==> config.mk <==
export PLATFORM = sky130hd
export DESIGN_NAME = at_final_result_detector
export DESIGN_NICKNAME = d
export VERILOG_FILES = /design/src/rtl/afrd_pkg.sv /design/src/rtl/at_final_result_detector.sv /design/src/rtl/afrd_front.sv /design/src/rtl/afrd_queue.sv /design/src/rtl/afrd_back.sv
export SDC_FILE = /design/constraint.sdc
export NUM_CORES = 1
export LEC_CHECK = 0
export BUFFER_PORTS_ARGS = -buffer_cell sky130_fd_sc_hd__buf_4
export CAP_MARGIN = 30
export CORE_MARGIN = 2
export CORE_UTILIZATION = 60
export CTS_BUF_LIST = sky130_fd_sc_hd__clkbuf_4
export DETAILED_ROUTE_END_ITERATION = 12
export MAX_ROUTING_LAYER = met4
export PLACE_DENSITY = 0.82
export SYNTH_ARGS = -nofsm -noshare
export SYNTH_HDL_FRONTEND = slang
export SYNTH_SLANG_ARGS = --single-unit
export TNS_END_PERCENT = 100
==> constraint.sdc <==
create_clock -name clk -period 3.58 [get_ports clk]
set_input_delay 0.537 -clock clk [delete_from_list [all_inputs] [get_ports clk]]
set_output_delay 0.537 -clock clk [all_outputs]
set_load 0.01 [all_outputs]
==> src/rtl/afrd_pkg.sv <==
// Shared types, constants and pattern tables for the AT final result detector.
package afrd_pkg;

	localparam int unsigned QDEPTH = 4;
	localparam int unsigned QPTR_W = $clog2(QDEPTH);
	localparam int unsigned QCNT_W = $clog2(QDEPTH + 1);

	localparam int unsigned COL_W = 4;
	localparam logic [COL_W-1:0] COL_MAX = 4'd15;

	localparam logic [7:0] BYTE_LF = 8'h0A;
	localparam logic [7:0] BYTE_CR = 8'h0D;

	localparam int unsigned PAT_COUNT  = 8;
	localparam int unsigned PAT_EXACT  = 6;
	localparam int unsigned PAT_MAXLEN = 11;
	localparam int unsigned PAT_IDX_W  = $clog2(PAT_COUNT);

	// result kind codes
	localparam logic [3:0] KIND_NONE     = 4'd0;
	localparam logic [3:0] KIND_OK       = 4'd1;
	localparam logic [3:0] KIND_ERROR    = 4'd2;
	localparam logic [3:0] KIND_BUSY     = 4'd3;
	localparam logic [3:0] KIND_NOANSWER = 4'd4;
	localparam logic [3:0] KIND_NOCARR   = 4'd5;
	localparam logic [3:0] KIND_NODIAL   = 4'd6;
	localparam logic [3:0] KIND_CME      = 4'd7;
	localparam logic [3:0] KIND_CMS      = 4'd8;

	// prefix seen codes
	localparam logic [1:0] PFX_NONE = 2'd0;
	localparam logic [1:0] PFX_CME  = 2'd1;
	localparam logic [1:0] PFX_CMS  = 2'd2;

	localparam int unsigned PAT_CME = 6;
	localparam int unsigned PAT_CMS = 7;

	localparam logic [COL_W-1:0] PAT_LEN [PAT_COUNT] = '{
		4'd2, 4'd5, 4'd4, 4'd9, 4'd10, 4'd11, 4'd11, 4'd11
	};

	localparam logic [7:0] PAT_TEXT [PAT_COUNT][PAT_MAXLEN] = '{
		'{"O", "K", 8'h00, 8'h00, 8'h00, 8'h00, 8'h00, 8'h00, 8'h00, 8'h00, 8'h00},
		'{"E", "R", "R", "O", "R", 8'h00, 8'h00, 8'h00, 8'h00, 8'h00, 8'h00},
		'{"B", "U", "S", "Y", 8'h00, 8'h00, 8'h00, 8'h00, 8'h00, 8'h00, 8'h00},
		'{"N", "O", " ", "A", "N", "S", "W", "E", "R", 8'h00, 8'h00},
		'{"N", "O", " ", "C", "A", "R", "R", "I", "E", "R", 8'h00},
		'{"N", "O", " ", "D", "I", "A", "L", "T", "O", "N", "E"},
		'{"+", "C", "M", "E", " ", "E", "R", "R", "O", "R", ":"},
		'{"+", "C", "M", "S", " ", "E", "R", "R", "O", "R", ":"}
	};

	// one queued byte, already classified
	typedef struct packed {
		logic [7:0] data;
		logic       is_lf;
	} item_t;

	// character of pattern idx at column col; NUL past the longest pattern
	function automatic logic [7:0] pat_char(input logic [PAT_IDX_W-1:0] idx,
	                                        input logic [COL_W-1:0] col);
		logic [7:0] ch;
		ch = 8'h00;
		if (col < COL_W'(PAT_MAXLEN)) begin
			ch = PAT_TEXT[idx][col];
		end
		return ch;
	endfunction

endpackage

==> src/rtl/at_final_result_detector.sv <==
// Top level of the AT final result detector.
// Takes one modem response byte per cycle on resp_* and gives one result per byte that is
// not a carriage return on result_* (carriage returns are taken and dropped). A line feed
// result carries line_end and, when the line just ended is OK, ERROR, BUSY, NO ANSWER,
// NO CARRIER, NO DIALTONE or begins with +CME ERROR: / +CMS ERROR:, final_result and its
// result_kind. Sustained rate is one byte per cycle while result_stall is low; a byte passes
// through the four-entry queue between the input decode and the registered line matcher,
// then through the result register, before it reaches the output. The input stalls only
// when that queue is full.
module at_final_result_detector (
	input  logic       clk,
	input  logic       arst_n,
	input  logic       resp_valid,
	output logic       resp_stall,
	input  logic [7:0] resp_byte,
	output logic       result_valid,
	input  logic       result_stall,
	output logic [7:0] out_byte,
	output logic       line_end,
	output logic       final_result,
	output logic [3:0] result_kind
);

	logic             q_full;
	logic             q_push;
	logic             q_pop;
	logic             q_nonempty;
	afrd_pkg::item_t  push_item;
	afrd_pkg::item_t  pop_item;

	afrd_front u_front (
		.resp_valid (resp_valid),
		.resp_byte  (resp_byte),
		.resp_stall (resp_stall),
		.q_full     (q_full),
		.q_push     (q_push),
		.q_item     (push_item)
	);

	afrd_queue u_queue (
		.clk       (clk),
		.arst_n    (arst_n),
		.push      (q_push),
		.push_item (push_item),
		.full      (q_full),
		.pop       (q_pop),
		.nonempty  (q_nonempty),
		.pop_item  (pop_item)
	);

	afrd_back u_back (
		.clk          (clk),
		.arst_n       (arst_n),
		.q_nonempty   (q_nonempty),
		.q_item       (pop_item),
		.q_pop        (q_pop),
		.result_valid (result_valid),
		.result_stall (result_stall),
		.out_byte     (out_byte),
		.line_end     (line_end),
		.final_result (final_result),
		.result_kind  (result_kind)
	);

endmodule

==> src/rtl/afrd_front.sv <==
// Front end: takes response bytes, drops carriage returns, tags line feeds.
module afrd_front (
	input  logic             resp_valid,
	input  logic [7:0]       resp_byte,
	output logic             resp_stall,
	input  logic             q_full,
	output logic             q_push,
	output afrd_pkg::item_t  q_item
);

	logic is_cr;

	assign is_cr       = (resp_byte == afrd_pkg::BYTE_CR);
	assign resp_stall  = q_full;
	// a CR transfer is taken but never queued
	assign q_push       = resp_valid && !q_full && !is_cr;
	assign q_item.data  = resp_byte;
	assign q_item.is_lf = (resp_byte == afrd_pkg::BYTE_LF);

endmodule

==> src/rtl/afrd_queue.sv <==
// Short FIFO between the front end and the line matcher.
module afrd_queue (
	input  logic             clk,
	input  logic             arst_n,
	input  logic             push,
	input  afrd_pkg::item_t  push_item,
	output logic             full,
	input  logic             pop,
	output logic             nonempty,
	output afrd_pkg::item_t  pop_item
);

	afrd_pkg::item_t                    mem_q [afrd_pkg::QDEPTH];
	logic [afrd_pkg::QPTR_W-1:0]        wr_ptr_q;
	logic [afrd_pkg::QPTR_W-1:0]        rd_ptr_q;
	logic [afrd_pkg::QCNT_W-1:0]        count_q;
	logic                               do_push;
	logic                               do_pop;

	assign full     = (count_q == afrd_pkg::QCNT_W'(afrd_pkg::QDEPTH));
	assign nonempty = (count_q != '0);
	assign do_push  = push && !full;
	assign do_pop   = pop && nonempty;
	assign pop_item = mem_q[rd_ptr_q];

	always_ff @(posedge clk) begin
		if (do_push) begin
			mem_q[wr_ptr_q] <= push_item;
		end
	end

	always_ff @(posedge clk or negedge arst_n) begin
		if (!arst_n) begin
			wr_ptr_q <= '0;
			rd_ptr_q <= '0;
			count_q  <= '0;
		end else begin
			if (do_push) begin
				wr_ptr_q <= wr_ptr_q + 1'b1;
			end
			if (do_pop) begin
				rd_ptr_q <= rd_ptr_q + 1'b1;
			end
			case ({do_push, do_pop})
				2'b10:   count_q <= count_q + 1'b1;
				2'b01:   count_q <= count_q - 1'b1;
				default: count_q <= count_q;
			endcase
		end
	end

	a_no_overflow: assert property (@(posedge clk) disable iff (!arst_n)
		count_q <= afrd_pkg::QCNT_W'(afrd_pkg::QDEPTH))
		else $error("queue count beyond depth");

	a_ptr_gap: assert property (@(posedge clk) disable iff (!arst_n)
		(wr_ptr_q - rd_ptr_q) == count_q[afrd_pkg::QPTR_W-1:0])
		else $error("queue pointers disagree with count");

	a_pop_empty: assert property (@(posedge clk) disable iff (!arst_n)
		(!nonempty && !do_push) |=> !nonempty)
		else $error("queue became non-empty without a push");

endmodule

==> src/rtl/afrd_back.sv <==
// Back end: line matcher state, classification at line feed, result register.
module afrd_back (
	input  logic             clk,
	input  logic             arst_n,
	input  logic             q_nonempty,
	input  afrd_pkg::item_t  q_item,
	output logic             q_pop,
	output logic             result_valid,
	input  logic             result_stall,
	output logic [7:0]       out_byte,
	output logic             line_end,
	output logic             final_result,
	output logic [3:0]       result_kind
);

	logic [afrd_pkg::COL_W-1:0]     column_q;
	logic [afrd_pkg::PAT_COUNT-1:0] cand_q;
	logic [1:0]                     pfx_q;

	logic                           valid_q;
	logic [7:0]                     byte_q;
	logic                           lf_q;
	logic [3:0]                     kind_q;

	logic                           load;
	logic [afrd_pkg::PAT_COUNT-1:0] keep;
	logic [1:0]                     pfx_nxt;
	logic [3:0]                     kind;

	assign load  = !valid_q || !result_stall;
	assign q_pop = q_nonempty && load;

	// advance all candidates by one byte
	always_comb begin
		keep    = '0;
		pfx_nxt = pfx_q;
		for (int i = 0; i < afrd_pkg::PAT_COUNT; i++) begin
			if (cand_q[i] && (column_q < afrd_pkg::PAT_LEN[i]) &&
			    (afrd_pkg::pat_char(afrd_pkg::PAT_IDX_W'(i), column_q) == q_item.data)) begin
				keep[i] = 1'b1;
				if ((i >= afrd_pkg::PAT_CME) && (pfx_nxt == afrd_pkg::PFX_NONE) &&
				    (({1'b0, column_q} + 1'b1) == {1'b0, afrd_pkg::PAT_LEN[i]})) begin
					pfx_nxt = (i == afrd_pkg::PAT_CME) ? afrd_pkg::PFX_CME
					                                   : afrd_pkg::PFX_CMS;
				end
			end
		end
	end

	// classify the finished line; lowest pattern index wins
	always_comb begin
		kind = afrd_pkg::KIND_NONE;
		for (int i = afrd_pkg::PAT_EXACT - 1; i >= 0; i--) begin
			if (cand_q[i] && (column_q == afrd_pkg::PAT_LEN[i])) begin
				kind = 4'(i + 1);
			end
		end
		if (pfx_q == afrd_pkg::PFX_CME) begin
			kind = afrd_pkg::KIND_CME;
		end else if (pfx_q == afrd_pkg::PFX_CMS) begin
			kind = afrd_pkg::KIND_CMS;
		end
	end

	always_ff @(posedge clk or negedge arst_n) begin
		if (!arst_n) begin
			column_q <= '0;
			cand_q   <= '1;
			pfx_q    <= afrd_pkg::PFX_NONE;
			valid_q  <= 1'b0;
		end else begin
			if (q_pop) begin
				if (q_item.is_lf) begin
					column_q <= '0;
					cand_q   <= '1;
					pfx_q    <= afrd_pkg::PFX_NONE;
				end else begin
					cand_q <= keep;
					pfx_q  <= pfx_nxt;
					if (column_q != afrd_pkg::COL_MAX) begin
						column_q <= column_q + 1'b1;
					end
				end
			end
			if (load) begin
				valid_q <= q_nonempty;
			end
		end
	end

	always_ff @(posedge clk) begin
		if (q_pop) begin
			byte_q <= q_item.data;
			lf_q   <= q_item.is_lf;
			kind_q <= q_item.is_lf ? kind : afrd_pkg::KIND_NONE;
		end
	end

	assign result_valid = valid_q;
	assign out_byte     = byte_q;
	assign line_end     = lf_q;
	assign result_kind  = kind_q;
	assign final_result = (kind_q != afrd_pkg::KIND_NONE);

	a_mid_line_clean: assert property (@(posedge clk) disable iff (!arst_n)
		(valid_q && !lf_q) |-> (kind_q == afrd_pkg::KIND_NONE))
		else $error("result kind set on a byte that does not end a line");

	a_no_cr_out: assert property (@(posedge clk) disable iff (!arst_n)
		valid_q |-> (byte_q != afrd_pkg::BYTE_CR))
		else $error("carriage return reached the output");

	a_lf_clears: assert property (@(posedge clk) disable iff (!arst_n)
		(q_pop && q_item.is_lf) |=> ((column_q == '0) && (cand_q == '1) &&
		                             (pfx_q == afrd_pkg::PFX_NONE)))
		else $error("line state not cleared after line feed");

	a_prefix_sticky: assert property (@(posedge clk) disable iff (!arst_n)
		(pfx_q != afrd_pkg::PFX_NONE && !(q_pop && q_item.is_lf)) |=> $stable(pfx_q))
		else $error("prefix mark changed within a line");

endmodule
==> run metrics <==
CTS resizes=0; post-synthesis instance area=~4200 sq um; leakage power=about 1.7 nW; Critical Path Sink=u_back.pfx_q[1]; Synth cell types=57; FP Rows=30; crit path from=u_back.column_q[1]; Net Sw Frac=a little under half; total number of yosys warnings=0; Routed WL per cell=around 19 um; Die W=~87 um; period utilization=about three quarters; syn_nets=roughly 420; Fin Setup TNS=0 ps; Worst-Margin Slew=about 730 ps; status=complete, no violations; max-cap check violation count=0; Area after DPL=4400 sq um; initial antenna violation count=0; Synth Flop Type=edfxtp_1; Reg clk slew, reported paths=130 ps; Clock power frac=roughly a tenth; DRT Pass-1 Iters=5; Final Hold Vio Count=0; Post-DP HPWL=about 6.4 mm; critical path class=flop to flop; H-tree levels=3; Layout area overhead=8.70%; Syn Area/Cell=~11 sq um; vias in the first global route=approximately 2900; antenna diode count=0; internal power=between 0.002 and 0.0025 W; first-pass GRT wire length=around 15 mm; Final #Nets=between 400 and 500; final setup fails=0; Final Critical Period=between 2000 and 3000 ps; Final Max Slew Viols=0; Fill cells=between 500 and 600; CP required=3960 ps; CTS tree=yes; Worst R2R Path Depth=8; pwr/cell area=approximately 950 nW/um^2; Sink Count=slightly above 70; post-layout util=around 67%; fmax=370 MHz; routed wire length=about 9 mm; CP endpoint kind=flop; starting density of the core=roughly three fifths; Max rail drop VDD=0.451 mV; Comb pwr share=roughly 57%; Rel. slew slack=between 50% and 60%; total gr overflow=0; Clock Latency Late Sink=about 430 ps; vias per cell=approximately 6.3; DIE HEIGHT=between 80 and 90 um; core area=between 6000 and 7000 sq um; Worst Hold Class=input port to flop; Post-Synthesis Cells=between 300 and 400; sequential area share after synthesis=between 40% and 50%; cell area after layout=around 4500 sq um; Worst Skew=~17 ps; total global-route track usage=between 20% and 30%; Die ar.=7610 sq um; Synth Register Bits=between 70 and 80; RR Startpoint=u_back.column_q[1]; via count=between 3000 and 4000; setup bufs post-CTS=0; Synth async-reset ratio=a little under a third; RSZ-0062 raised after global routing=no; PortBufs=27; Reg power frac=between 30% and 40%; CP Max Fanout=14; Routed Antenna Nets=0; WP data arrival=about 3000 ps; EDFF count, synth=49; switching pwr=roughly 0.002 W; largest net degree at the start of global routing=38; Startpoint Class=flop; TritonCTS Buffers=9; DRC=0; gp weighted congestion=around 1.0; I/O pins=28; R2R Setup Slk=between 800 and 900 ps; DR iter-0 viols=about 430; Clock Tree Root=clkbuf_4; share of cells above drive strength 1=approximately 17%; CTS Buffer Depth=2; reg2reg end=u_back.pfx_q[1]
critical path: stages, from the launching register on:
cell and delay [ps]:
dfrtp_1 570, inv_1 290, ha_1 390, or3b_2 490, o21ai_0 110, xnor2_1 140
nand4_1 120, nor4_2 340, a32o_1 200
cell usage after synthesis, drive strengths merged (9+ instances only):
cell	number	share of area, %
xnor2	26	5.5
nor2	23	2.1
dfrtp	14	8.4
o21ai	29	3.5
nand3	9	1.1
edfxtp	49	35
ha	16	4.8
nor3	12	1.4
mux2i	9	2.2
a21oi	18	2.2
nand2	30	2.7
inv	17	1.5
clkbuf	16	1.4
xor2	12	2.5
buf	10	1.2
power by group through the flow:
| stage | Combinational, W | Sequential [W] | Clock [W] |
|---|---|---|---|
| detailed placement | 0.00241 | 0.00141 | 0 |
| global placement | 0.00238 | 0.00139 | 0 |
| CTS | 0.00243 | 0.00139 | 0.000445 |
| floorplan | 0.00188 | 0.00134 | 0 |
| finish | 0.00246 | 0.00139 | 0.000437 |
| global route | 0.00268 | 0.00142 | 0.000479 |
through the flow:
stage	std cells	total power [W]	hold slack [ps]	setup WS (ps)
6_report	492	0.00430	310	878
3_3_place_gp	475	0.00378	457	1020
4_1_cts	492	0.00427	299	901
5_1_grt	492	0.00458	303	745
2_1_floorplan	388	0.00322	241	1020
3_5_place_dp	475	0.00382	460	936
state kept, by name (all words and copies together), names as in the netlist:
signal               count
u_queue.mem_q           36
u_queue.rd_ptr_q         2
u_back.column_q          4
u_queue.count_q          3
u_back.pfx_q             2
u_queue.wr_ptr_q         2
u_back.out_byte          8
u_back.cand_q            8
u_back.result_valid      1
u_back.result_kind       4
u_back.line_end          1
cells in the final DEF, fill, tap and decap left out, types with 10 or more instances in the layout:
cell type / instances
xnor2_1: 26
edfxtp_1: 49
dfrtp_1: 14
buf_4: 33
nand2_1: 30
clkbuf_4: 10
o21ai_0: 28
ha_1: 16
inv_1: 17
nor3_1: 12
nor2_1: 23
xor2_1: 12
a21oi_1: 18
cells by family (layout without fill, tap and decap cells):
family / count (synthesis) / count (layout) / synth area share (%)
XOR/XNOR: 38 / 38 / 8.00
buffers and inverters: 44 / 68 / 4.24
AO/OA/AOI/OAI: 76 / 76 / 11.1
AND/OR/NAND/NOR: 121 / 121 / 15.3
flip-flops: 71 / 71 / 48.9
multiplexers: 18 / 18 / 6.50
adder cells (fa/ha/maj): 20 / 20 / 6.02
per-layer routing:
metal	part of all wire (%)	track usage (%)	vias up	wire, um
li1	-	-	1444	-
met5	0	-	-	0
met4	2.7	9.37	0	255
met2	48	41.7	159	4480
met3	7.2	5.02	29	664
met1	42	35.5	1476	3880
how the worst min path moves through the flow:
stage / start / end / slack, ps / cells after the start
3_5_place_dp: arst_n / u_queue.rd_ptr_q[1] / 460 / 1
5_1_grt: result_stall / u_back.result_valid / 300 / 3
4_1_cts: result_stall / u_back.result_valid / 300 / 3
3_3_place_gp: arst_n / u_back.column_q[0] / 460 / 1
6_report: result_stall / u_back.result_valid / 310 / 3
2_1_floorplan: arst_n / u_back.column_q[0] / 240 / 0
final cells by class:
class | count | area [sq um] | share of cell area [%]
flip-flops and latches | 71 | 2030 | 45.0
multi-input cells | 273 | 1950 | 43.1
repair buffers | 34 | 258 | 5.70
well taps | 80 | 100 | 2.21
clock buffers | 10 | 75.1 | 1.66
inverters | 18 | 67.6 | 1.50
clock inverters | 6 | 37.5 | 0.831
repair_timing:
| item | 4_1_cts | 5_1_grt |
|---|---|---|
| endpoints found under the hold margin | 14 | 0 |
| setup endpoints to repair | 0 | 0 |
| hold buffers | 1 | 0 |
Note: power is estimated with default switching activity, not from simulation.
